File: src/bar_pkg.sv
// Package for the body-to-NED acceleration rotation block.
// Holds fixed-point constants and the item type passed from front to back.
`default_nettype none
package bar_pkg;
    localparam int unsigned IN_W  = 16;
    localparam int unsigned OUT_W = 19;
    localparam int unsigned QW    = 32;   // signed Q30 trig and matrix entries
    localparam logic [QW-1:0] Q30_ONE = 32'h4000_0000;
    localparam logic [23:0] G_Q20 = 24'd10283018;
    localparam logic signed [OUT_W-1:0] OUT_MAX = 19'sh3FFFF;
    localparam logic signed [OUT_W-1:0] OUT_MIN = 19'sh40000;
    localparam logic [31:0] SIN_C1 = 32'd1686629713;
    localparam logic [31:0] SIN_C3 = 32'd693598669;
    localparam logic [31:0] SIN_C5 = 32'd85569306;
    localparam logic [31:0] SIN_C7 = 32'd5026995;
    localparam logic [31:0] SIN_C9 = 32'd172272;

    // One accepted sample, queued between the front and the back.
    typedef struct packed {
        logic signed [IN_W-1:0] ax;
        logic signed [IN_W-1:0] ay;
        logic signed [IN_W-1:0] az;
        logic [IN_W-1:0] roll;
        logic [IN_W-1:0] pitch;
        logic [IN_W-1:0] yaw;
    } item_t;

    // Round a signed product down by 30 bits, half away from zero.
    function automatic logic signed [QW-1:0] rnd30(input logic signed [63:0] v);
        logic [63:0] m;
        logic [63:0] r;
        m = v[63] ? 64'(-v) : 64'(v);
        r = (m + 64'(1) * (64'd1 << 29)) >> 30;
        return v[63] ? QW'(-r) : QW'(r);
    endfunction
endpackage
`default_nettype wire

File: src/bar_fifo.sv
// Front end: accepts samples into a short queue that decouples input from pipeline.
// Depends on bar_pkg.
`default_nettype none
module bar_fifo import bar_pkg::*; (
    input  wire         aclk,
    input  wire         aresetn,
    input  wire         in_valid,
    output logic        in_ready,
    input  item_t       in_item,
    output logic        out_valid,
    input  wire         out_ready,
    output item_t       out_item
);
    item_t       mem_reg [4];
    logic [1:0]  wr_reg, rd_reg;
    logic [2:0]  cnt_reg;
    logic        push, pop;

    assign in_ready  = (cnt_reg != 3'd4);
    assign out_valid = (cnt_reg != 3'd0);
    assign out_item  = mem_reg[rd_reg];
    assign push = in_valid && in_ready;
    assign pop  = out_valid && out_ready;

    // Storage needs no reset.
    always_ff @(posedge aclk) begin
        if (push) begin
            mem_reg[wr_reg] <= in_item;
        end
    end

    // Pointers and fill count.
    always_ff @(posedge aclk) begin
        if (!aresetn) begin
            wr_reg <= '0;
            rd_reg <= '0;
            cnt_reg <= '0;
        end else begin
            if (push) wr_reg <= wr_reg + 2'd1;
            if (pop) rd_reg <= rd_reg + 2'd1;
            cnt_reg <= cnt_reg + 3'(push) - 3'(pop);
        end
    end
endmodule
`default_nettype wire

File: config.mk
export PLATFORM = sky130hd
export DESIGN_NAME = bar_fifo
export DESIGN_NICKNAME = d
export VERILOG_FILES = /design/src/bar_pkg.sv /design/src/bar_fifo.sv
export SDC_FILE = /design/constraint.sdc
export NUM_CORES = 1
export LEC_CHECK = 0
export BUFFER_PORTS_ARGS = -buffer_cell sky130_fd_sc_hd__clkbuf_2
export CORE_ASPECT_RATIO = 0.8
export CORE_UTILIZATION = 50
export DETAILED_ROUTE_END_ITERATION = 12
export PLACE_DENSITY = 0.76
export SLEW_MARGIN = 15
export SYNTH_ARGS = -nofsm -noshare
export SYNTH_HDL_FRONTEND = slang
export SYNTH_SLANG_ARGS = --single-unit
File: constraint.sdc
create_clock -name aclk -period 12.52 [get_ports aclk]
set_clock_uncertainty 0.1 [all_clocks]
set_input_delay 2.504 -clock aclk [delete_from_list [all_inputs] [get_ports aclk]]
set_output_delay 2.504 -clock aclk [all_outputs]
set_load 0.05 [all_outputs]
# Word-level counts from Yosys, hierarchy flattened
# Memory sizes are Yosys's and may differ from the RTL's. A register that Yosys moved wholly into a read port is not among the register bits.
# Cells that the tools add are included.
# W data, S select, Z words.
[word_totals]
output_inout_bits = 98
ram_bits = 384
n_memories = 1
in_bits = 100
register_bits = 7
wordCells = 16
[mem_list]
columns = ["memory", "words", "width", "read_ports", "rd_clocked_by_memory_dff", "wr", "line", "source"]
rows = [
  ["mem_reg", 4, 96, 1, 1, 1, "bar_fifo.sv:14", "item_t mem_reg [4];"],
]
[op_classes]
n_reduce_logical = 3
addsub = 4
n_eq_ne = 1
muxes = 4
[ops]
columns = ["op", "n"]
rows = [
  ["$add A2 B1 Y2 const B", 2],
  ["$mux W2", 2],
  ["$add A3 B1 Y3", 1],
  ["$ne A3 B3 Y1 const B", 1],
  ["$reduce_bool A3 Y1", 1],
  ["$sub A3 B1 Y3", 1],
  ["$logic_and A1 B1 Y1", 2],
  ["$mux W1", 2],
]

# Longest topological paths before layout
# Gate-level depths: netlist of run 1.
[logic_depth]
depth_word = 4
mapped_depth = 11

# Least setup slack after synthesis of run 1
# No wires, ideal clock.
[synth_timing]
path_type = "input -> register"
from = "in in_valid"
to = "mem mem_reg[0][0] (netlist name) (enable)"
stages = 2
arrival_time_ns = 5.162
setup_slack_ns = 6.792
required_time_ns = 11.954
path_buffers = 0
path_cell_list = "a21boi_1 -> and2_1"
[synth_between]
elab_chain_len = 3
[synth_rtl]
columns = ["item", "line", "source"]
rows = [
  ["start: declaration", "bar_fifo.sv:7", "input wire in_valid,"],
  ["$logic_and A1 B1 Y1", "bar_fifo.sv:22", "assign push = in_valid && in_ready;"],
  ["$mux W1", "bar_fifo.sv:27", "if (push) begin"],
  ["$mux W1 (not written as such)", "bar_fifo.sv:28", "mem_reg[wr_reg] <= in_item;"],
  ["end: declaration", "bar_fifo.sv:14", ""],
]
# Every way passes these cells.

==> results by group, run 1 <==
Final layout
  – Footprint of the multi-input gates: between 2000 and 2500 um^2
  – Final net count: slightly below 900
  – Share of cells above drive strength 1: 45.21%
  – Max FFs per register: between 300 and 400
  – Layout area overhead: 17.94%
  – # fillers: between 2000 and 2500
  – Fin area: 16900 um^2
  – Register area: ~12000 um^2
  – Post-layout util: 59.89%

Global routing
  – GR Overflow Total: 0
  – Antenna violations before repair: 4
  – Global-route wire length before repair: 40250 um
  – Vias in the first global route: 6855
  – Global-route usage over all layers: a little under a fifth
  – Largest net degree at the start of global routing: 71

Clocking
  – Worst-path clk slew: ~0.06 ns
  – Hold-fix buffers, CTS: 0
  – CTS Buf Count: 39
  – Bufs on Longest Clock Path: 3
  – CTS tree: built
  – Root Driver: clkbuf_16
  – Cts repair resizes: 0
  – Worst skew pair latency: 0.53 ns
  – Setup bufs post-CTS: 0
  – Clock sink total: ~390
  – H-tree depth: 2

Synth
  – Ys async rst share: 0%
  – Syn Area/Cell: 26.05 um^2
  – Complex-gate fraction of the synthesized area: 0.1747%
  – Main combinational cell family by area after synthesis: multiplexers
  – Dominant cells by area after synthesis: edfxtp_1, mux4_2, dfxtp_1
  – Simple-Gate Fraction of Synth Area: 0.6375%
  – Register bit count reported by yosys: around 400
  – Xor/xnor share of the synthesized area: less than 1%
  – Post-Synthesis Cells: 550
  – Mapped Area: around 14000 um^2
  – Top-area cell type share of the netlist area: just over 80%
  – Yosys cell types: 21
  – Synthesis Warnings: 0
  – Syn_nets: roughly 660
  – Post-synthesis sequential area ratio: 81.74%
  – Post-synth EDFFs: between 300 and 400
  – Post-synthesis mux area share: between 10% and 20%
  – Top_reg_cell synth: edfxtp_1
  – Synth Area in Adders: less than 1%
  – Most area-hungry cell type in the Yosys netlist: edfxtp_1

Routing
  – WL met2: about 12000 um
  – WL/cell: between 20 and 25 um
  – First-pass DRT Iterations: 5
  – DR vias/cell: approximately 5.5
  – ANT nets after route: 0
  – Metal1 wirelength: 11330 um
  – DR vias: approximately 6500
  – Met3 routed WL: between 2000 and 3000 um
  – 1st-iter DRT viols: around 510
  – Residual DRC: 0
  – Highest routed metal layer: met5
  – Routed wire length: between 20000 and 30000 um

Hold path
  – HP Class: flop to flop
  – HP Start: wr_reg[0]$_SDFFE_PN0P_
  – Hold Path Cell Cnt: 2
  – Worst Hold Endpoint: wr_reg[0]$_SDFFE_PN0P_

Worst setup path
  – Reg2reg start: cnt_reg[1]$_SDFF_PN0_
  – Critical Path Start Type: flop
  – Worst setup EP type: output pin
  – R2R cell count: 4
  – FF-to-FF setup slack: 9.46 ns
  – R2R Path End: mem_reg[2][75]$_DFFE_PP_
  – WP data required: 9.92 ns
  – CP max FO: 40
  – CP Class: flop to output pin
  – CP arrival: around 3.5 ns

Power
  – P_int: ~0.0026 W
  – Sequential power share: 42.5%
  – Combinational Power Share: a little under 30%
  – P_leak: 5.692 nW
  – Tot Pwr: between 0.003 and 0.004 W
  – Clock power frac: between 20 and 30%
  – PwrDens: 230.6 nW/um^2
  – Psw: ~0.0013 W
  – Switching portion of total power: around 34%
  – Maximum vdd drop: about 0.00019 V

STA
  – Tcrit/Tclk final: 48.74%
  – Sum of negative setup slack: 0 ns
  – Crit path time final: approximately 6.1 ns
  – Final setup viols: 0
  – Unrepaired setup endpoints after global routing: false
  – Slew headroom: 28.62%
  – Max-slew violations: 0
  – Worst setup margin: between 6 and 7 ns
  – Fin. Hold Viols: 0
  – FMAX: about 0.16 GHz
  – Worst slew pin tran: about 1.1 ns

Status
  – Status: finished, final reports clean

Floorplanning
  – Die area: between 20000 and 30000 um^2
  – Starting Density: between 50% and 60%
  – Die Ht: roughly 150 um
  – # IOs: between 150 and 200
  – Core area: 28210 um^2
  – Site Rows: 55
  – Die W: between 150 and 200 um

Place
  – Pre-CTS WS: 6.792 ns
  – Final estimated routing congestion in global placement: approximately 0.71
  – Port bufs: just under 200
  – HPWL after detailed placement: ~16000 um
  – Area post-placement: approximately 16000 um^2

Flow run
  – Max Cap Violations: 0
[worst max-delay path, cell delays in order, from the launching register on]
cell and delay, ns:
dfxtp_4 0.67, buf_4 0.63, buf_4 0.75, mux4_2 0.62
clkbuf_2 0.26
[kinds of logic after synthesis]
group                    count (synthesis)
flip-flops                             393
multiplexers                            98
buffers and inverters                   28
AND/OR/NAND/NOR                         17
adder cells (fa/ha/maj)                  7
XOR/XNOR                                 4
AO/OA/AOI/OAI                            3
[cell usage after synthesis (all sizes together) (2+ instances only)]
library cell  number
and2               7
buf               17
clkbuf             6
dfxtp              9
edfxtp           384
ha                 6
inv                5
mux2i              2
mux4              96
nand2              5
nor2b              3
xnor2              4
[metal layers]
layer / vias to the layer above / track usage, %
li1: 2805 / -
met1: 3359 / 26.23
met2: 240 / 27.21
met3: 53 / 6.636
met4: 2 / 5.480
met5: - / 0
[power by group through the flow]
stage               clock network [W]  registers [W]  logic [W]
detailed placement                  0        0.00169    0.00114
CTS                           0.00113        0.00166    0.00115
global route                  0.00118        0.00167    0.00119
finish                        0.00111        0.00166    0.00113
floorplan                           0        0.00165   0.000932
global placement                    0        0.00168    0.00113
[how the worst max path moves through the flow]
stage                  start                      end
CTS                     flop             out_item[74]
global placement        flop             out_item[74]
floorplan           in_valid  mem_reg[0][0]$_DFFE_PP_
global route            flop             out_item[93]
detailed placement      flop             out_item[70]
finish                  flop             out_item[74]
[stage by stage]
stage | cells | hold WS (ns)
6_report | 1175 | 0.4078
5_1_grt | 1173 | 0.4420
4_1_cts | 1173 | 0.4109
3_5_place_dp | 1101 | 0.4032
3_3_place_gp | 1101 | 0.3862
2_1_floorplan | 550 | 0.3677
[final cells by class]
cell class,instances,share of cell area (%)
diodes,2,0.02962
multi-input cells,129,14.43
clock buffers,48,5.976
clock inverters,24,1.214
repair buffers,204,6.146
well taps,370,2.740
flip-flops and latches,393,69.35
inverters,5,0.1111
[placed cells by master, fill, tap and decap left out, drive strengths merged]
master    instances
clkbuf          245
fa                1
xnor2             4
mux2i             2
edfxtp          384
mux4             96
clkinvlp          1
diode             2
inv               9
nand2             5
nor2              1
a21boi            1
o31a              1
bufinv            3
o311ai            1
dfxtp             9
nor2b             3
and2              7
or3               1
clkinv           16
ha                6
buf               7
(Power assumes the default switching activity.)
==> inputs of run 2 (changes only) <==
Settings changed: PLACE_DENSITY 0.76 to 0.79.
Clock period 12.52 ns to 5.2 ns, I/O delays scaled along.
==> results by group, run 2 (synthesis results as in run 1) <==
Power
  – PwrDens: 548.0 nW/um^2 (was 230.6 nW/um^2)
  – Clock power frac: 27.1% (was 28.5%)
  – P_int: 0.006127 W (was 0.002570 W)
  – Switching portion of total power: 33.78% (was 34.03%)
  – Sequential power share: 43.5% (was 42.5%)
  – Combinational Power Share: 29.3% (was 29.0%)
  – Psw: 0.003125 W (was 0.001326 W)
  – P_leak: 5.662 nW (was 5.692 nW)
  – Maximum vdd drop: 0.0004130 V (was 0.0001888 V)

Clocking
  – Cts repair resizes: 0 (unchanged)
  – Worst skew pair latency: 0.51 ns (was 0.53 ns)
  – CTS tree: built (unchanged)
  – Setup bufs post-CTS: 0 (unchanged)
  – Worst-path clk slew: 0.06 ns (about the same)
  – Clock sink total: 393 (unchanged)
  – H-tree depth: 2 (unchanged)
  – Root Driver: clkbuf_16 (unchanged)
  – CTS Buf Count: 38 (was 39)
  – Bufs on Longest Clock Path: 3 (unchanged)
  – Hold-fix buffers, CTS: 0 (unchanged)

Worst setup path
  – FF-to-FF setup slack: 2.41 ns (was 9.46 ns)
  – Critical path's top delay family: flip-flops (was buffers and inverters)
  – Slowest stage delay, CP: 0.91 ns (was 0.75 ns)
  – CP max FO: 41 (was 40)
  – CP arrival: 2.69 ns (was 3.50 ns)
  – WP data required: 4.06 ns (was 9.92 ns)
  – End of the critical path: out_item[50] (was out_item[74])
  – CP Class: flop to output pin (unchanged)
  – R2R cell count: 11 (was 4)
  – CP Depth: 3 (was 4)
  – CP bufs+invs: 2 (was 3)
  – CP max-delay cell: dfxtp_4 (was buf_4)
  – R2R Path End: cnt_reg[2]$_SDFF_PN0_ (was mem_reg[2][75]$_DFFE_PP_)
  – Worst setup EP type: output pin (unchanged)
  – CP Cell Sequence: buf_12 > mux4_2 > clkbuf_2 (was buf_4 > buf_4 > mux4_2 > clkbuf_2)
  – Reg2reg start: cnt_reg[1]$_SDFF_PN0_ (unchanged)
  – Critical Path Start Type: flop (unchanged)

Final layout
  – Max FFs per register: 384 (unchanged)
  – Post-layout util: 59.84% (was 59.89%)
  – Fin area: 16880 um^2 (was 16900 um^2)
  – # fillers: 1996 (was 2034)
  – Most frequent cells in the layout: edfxtp_1, clkbuf_2, mux4_2 (unchanged)
  – Inserted Diodes: 0 (was 2)
  – Layout area overhead: 17.84% (was 17.94%)
  – Final net count: 879 (unchanged)
  – Share of cells above drive strength 1: 44.24% (was 45.21%)
  – Most common cell after layout, fill and taps aside: edfxtp_1 (unchanged)

STA
  – Worst slew pin tran: 0.8689 ns (was 1.071 ns)
  – Worst setup margin: 1.371 ns (was 6.418 ns)
  – Worst Hold Margin: 0.4129 ns (was 0.4078 ns)
  – Max-slew violations: 0 (unchanged)
  – Fin. Hold Viols: 0 (unchanged)
  – FMAX: roughly 0.26 GHz
  – Unrepaired setup endpoints after global routing: false (unchanged)
  – Crit path time final: around 3.8 ns
  – Final setup viols: 0 (unchanged)
  – Tcrit/Tclk final: 73.63%
  – Slew headroom: 42.07% (was 28.62%)
  – Sum of negative setup slack: 0 ns (unchanged)

Routing
  – Routed wire length: 26600 um (was 26400 um)
  – WL/cell: 22.78 um (was 22.47 um)
  – 1st-iter DRT viols: 458 (was 514)
  – First-pass DRT Iterations: 5 (unchanged)
  – Residual DRC: 0 (unchanged)
  – DR vias: 6479 (was 6459)
  – DR vias/cell: 5.547 (was 5.497)
  – ANT nets after route: 0 (unchanged)

Floorplanning
  – Die area: 29340 um^2 (unchanged)
  – Die Ht: 153.4 um (unchanged)
  – Die W: 191.3 um (unchanged)
  – Core area: 28210 um^2 (unchanged)
  – Site Rows: 55 (unchanged)
  – # IOs: 198 (unchanged)
  – Starting Density: 50.78% (unchanged)

Global routing
  – Vias in the first global route: 6604 (was 6855)
  – Largest net degree at the start of global routing: 97 (was 71)
  – Antenna violations before repair: 1 (was 4)
  – GR Overflow Total: 0 (unchanged)
  – Global-route wire length before repair: 39770 um (was 40250 um)
  – Global-route usage over all layers: 18.44% (was 18.52%)

Place
  – Port bufs: 197 (unchanged)
  – Pre-CTS WS: 1.824 ns (was 6.792 ns)
  – Area post-placement: 15760 um^2 (was 15680 um^2)
  – Final estimated routing congestion in global placement: 0.7561 (was 0.7130)
  – HPWL after detailed placement: 15850 um (was 15630 um)

Status
  – Status: finished, final reports clean (unchanged)

Flow run
  – Max Cap Violations: 0 (unchanged)

Hold path
  – HP Class: flop to flop (unchanged)
==> run 2: worst min path at each step <==
stage / from / end / cells after the start
2_1_floorplan: wr_reg[1]$_SDFFE_PN0P_ / wr_reg[1]$_SDFFE_PN0P_ / 2
3_3_place_gp: wr_reg[1]$_SDFFE_PN0P_ / wr_reg[1]$_SDFFE_PN0P_ / 2
3_5_place_dp: wr_reg[1]$_SDFFE_PN0P_ / wr_reg[1]$_SDFFE_PN0P_ / 2
4_1_cts: wr_reg[1]$_SDFFE_PN0P_ / wr_reg[1]$_SDFFE_PN0P_ / 2
5_1_grt: wr_reg[1]$_SDFFE_PN0P_ / wr_reg[1]$_SDFFE_PN0P_ / 2
6_report: wr_reg[1]$_SDFFE_PN0P_ / wr_reg[1]$_SDFFE_PN0P_ / 2
==> run 2: power groups by stage <==
stage,combinational [W],sequential [W],clock (W)
after floorplan,0.00224,0.00398,0
after global placement,0.00273,0.00409,0
after detailed placement,0.00274,0.00410,0
after CTS,0.00275,0.00404,0.00257
after global routing,0.00284,0.00407,0.00268
final,0.00271,0.00403,0.00251
==> run 2: cell type report <==
| type | instances | area (um^2) | area share (%) |
|---|---|---|---|
| Clock buffer | 58 | 1057 | 6.262 |
| Clock inverter | 8 | 66.31 | 0.3928 |
| Inverter | 5 | 18.77 | 0.1112 |
| Multi-Input combinational cell | 129 | 2439 | 14.44 |
| Sequential cell | 393 | 11720 | 69.41 |
| Tap cell | 370 | 462.9 | 2.742 |
| Timing Repair Buffer | 205 | 1121 | 6.640 |
==> run 2: worst reg2reg max path, delay by kind of cell (launching register included) <==
kind                     cells  cell delay [ns]
buffers and inverters        3             0.22
flip-flops                   1             0.45
XOR/XNOR                     2             0.26
adder cells (fa/ha/maj)      3             0.84
AO/OA/AOI/OAI                1             0.56
AND/OR/NAND/NOR              2             0.25
==> run 2: stage by stage <==
step	total power, W	instances
after global placement	0.006814	1102
final	0.009252	1168
after detailed placement	0.006845	1102
after global routing	0.009596	1168
after floorplan	0.006228	550
after CTS	0.009363	1168
==> run 2: metal layers <==
layer	global-route usage [%]	up-vias	routed length, um
li1	-	2800	-
met1	27.69	3353	11630
met2	27.12	285	12100
met3	4.960	39	2481
met4	4.535	2	382
met5	0	-	12
==> inputs of run 3 (changes only) <==
Settings changed: PLACE_DENSITY 0.79 to 0.76.
Clock period 5.2 ns to 3.6 ns, I/O delays scaled along.
==> results by group, run 3 (synthesis results as in run 1) <==
Status
  – Status: finished, final reports clean (unchanged)

Clocking
  – Worst skew pair latency: 0.52 ns (was 0.51 ns)
  – Clock sink total: 393 (unchanged)
  – Root Driver: clkbuf_16 (unchanged)
  – Hold-fix buffers, CTS: 0 (unchanged)
  – CTS tree: built (unchanged)
  – Setup bufs post-CTS: 0 (unchanged)
  – CTS Buf Count: 39 (was 38)
  – H-tree depth: 2 (unchanged)
  – Cts repair resizes: 0 (unchanged)
  – Worst-path clk slew: 0.06 ns (about the same)
  – Bufs on Longest Clock Path: 3 (unchanged)

Flow run
  – Max Cap Violations: 0 (unchanged)

Final layout
  – Inserted Diodes: 0 (unchanged)
  – Most frequent cells in the layout: edfxtp_1, clkbuf_2, mux4_2 (unchanged)
  – Fin area: 17120 um^2 (was 16880 um^2)
  – Share of cells above drive strength 1: 45.86% (was 44.24%)
  – Layout area overhead: 19.46% (was 17.84%)
  – Final cell count without fillers: 1179 (was 1168)
  – Most common cell after layout, fill and taps aside: edfxtp_1 (unchanged)
  – # fillers: 1943 (was 1996)
  – Final net count: 887 (was 879)
  – Max FFs per register: 384 (unchanged)

Floorplanning
  – Die Ht: 153.4 um (unchanged)
  – Die area: 29340 um^2 (unchanged)
  – Site Rows: 55 (unchanged)
  – Die W: 191.3 um (unchanged)
  – Core area: 28210 um^2 (unchanged)
  – Starting Density: 50.78% (unchanged)
  – # IOs: 198 (unchanged)

Routing
  – ANT nets after route: 0 (unchanged)
  – 1st-iter DRT viols: 448 (was 458)
  – First-pass DRT Iterations: 4 (was 5)
  – WL/cell: 21.62 um (was 22.78 um)
  – Routed wire length: 25490 um (was 26600 um)
  – Residual DRC: 0 (unchanged)
  – DR vias: 6411 (was 6479)
  – DR vias/cell: 5.438 (was 5.547)

STA
  – Unrepaired setup endpoints after global routing: false (unchanged)
  – Tcrit/Tclk final: between 80% and 90%
  – FMAX: 0.3247 GHz
  – Crit path time final: slightly above 3 ns
  – Fin. Hold Viols: 0 (unchanged)
  – Max-slew violations: 0 (unchanged)
  – Worst slew pin tran: 0.4757 ns (was 0.8689 ns)
  – Worst Hold Margin: 0.3167 ns (was 0.4129 ns)
  – Sum of negative setup slack: 0 ns (unchanged)
  – Final setup viols: 0 (unchanged)
  – Slew headroom: 68.29% (was 42.07%)

Place
  – Final estimated routing congestion in global placement: 0.7184 (was 0.7561)
  – Area post-placement: 15880 um^2 (was 15760 um^2)
  – Port bufs: 197 (unchanged)
  – Placed cells: 1109 (was 1102)
  – HPWL after detailed placement: 15730 um (was 15850 um)

Worst setup path
  – CP arrival: 2.26 ns (was 2.69 ns)
  – R2R cell count: 12 (was 11)
  – Worst setup EP type: output pin (unchanged)
  – Critical Path Start Type: flop (unchanged)
  – FF-to-FF setup slack: 1.04 ns (was 2.41 ns)
  – CP Class: flop to output pin (unchanged)
  – WP data required: 2.78 ns (was 4.06 ns)
  – CP max FO: 34 (was 41)

Power
  – PwrDens: 797.1 nW/um^2 (was 548.0 nW/um^2)
  – Tot Pwr: 0.01364 W (was 0.009252 W)
  – Maximum vdd drop: 0.0005710 V (was 0.0004130 V)
  – P_leak: 5.782 nW (was 5.662 nW)

Global routing
  – Largest net degree at the start of global routing: 56 (was 97)
  – Antenna violations before repair: 0 (was 1)
  – Global-route wire length before repair: 38620 um (was 39770 um)
  – Vias in the first global route: 6832 (was 6604)
  – GR Overflow Total: 0 (unchanged)
  – Global-route usage over all layers: 17.68% (was 18.44%)

Hold path
  – HP Class: input pin to flop (was flop to flop)
  – Hold Path Cell Cnt: 1 (was 2)
==> run 3: cell type report <==
class                      instances  area [um^2]  area share (%)
inverter                           5        18.77          0.1097
timing repair buffer             212         1236           7.223
multi-input combinational        129         2439           14.25
clock buffer                      45         1041           6.082
sequential                       393        11720           68.47
tap                              370        462.9           2.705
clock inverter                    25        198.9           1.162
==> run 3: path summary, 6_finish.rpt <==
| path | end | start |
|---|---|---|
| worst min-delay path | mem_reg[0][45]$_DFFE_PP_ | in_item[45] |
| worst min register to register | wr_reg[1]$_SDFFE_PN0P_ | wr_reg[1]$_SDFFE_PN0P_ |
| worst max-delay path | out_item[82] | flop |
| worst max register to register | cnt_reg[2]$_SDFF_PN0_ | cnt_reg[1]$_SDFF_PN0_ |
==> run 3: critical path, stage by stage, from the launching register on <==
cell and delay (ns):
dfxtp_4 0.55, buf_12 0.31, mux4_2 0.56, clkbuf_2 0.27
==> run 3: report_power, final <==
group | switching, W | internal (W)
sequential | 0.000184 | 0.00554
clock | 0.00158 | 0.00229
combinational | 0.00279 | 0.00125
==> run 3: stage by stage <==
step                worst slack (ns)  utilization, %
floorplan                     0.6994               -
global placement              0.9165           56.27
detailed placement            0.8701           56.27
CTS                           0.4606           60.66
global route                  0.3916           60.66
finish                        0.5201           60.66
==> run 3: layer usage <==
layer	up-vias	track usage [%]	share of wire (%)
li1	2830	-	-
met1	3345	24.03	42
met2	206	28.11	49
met3	30	5.557	8.6
met4	0	4.119	1.2
met5	-	0	0
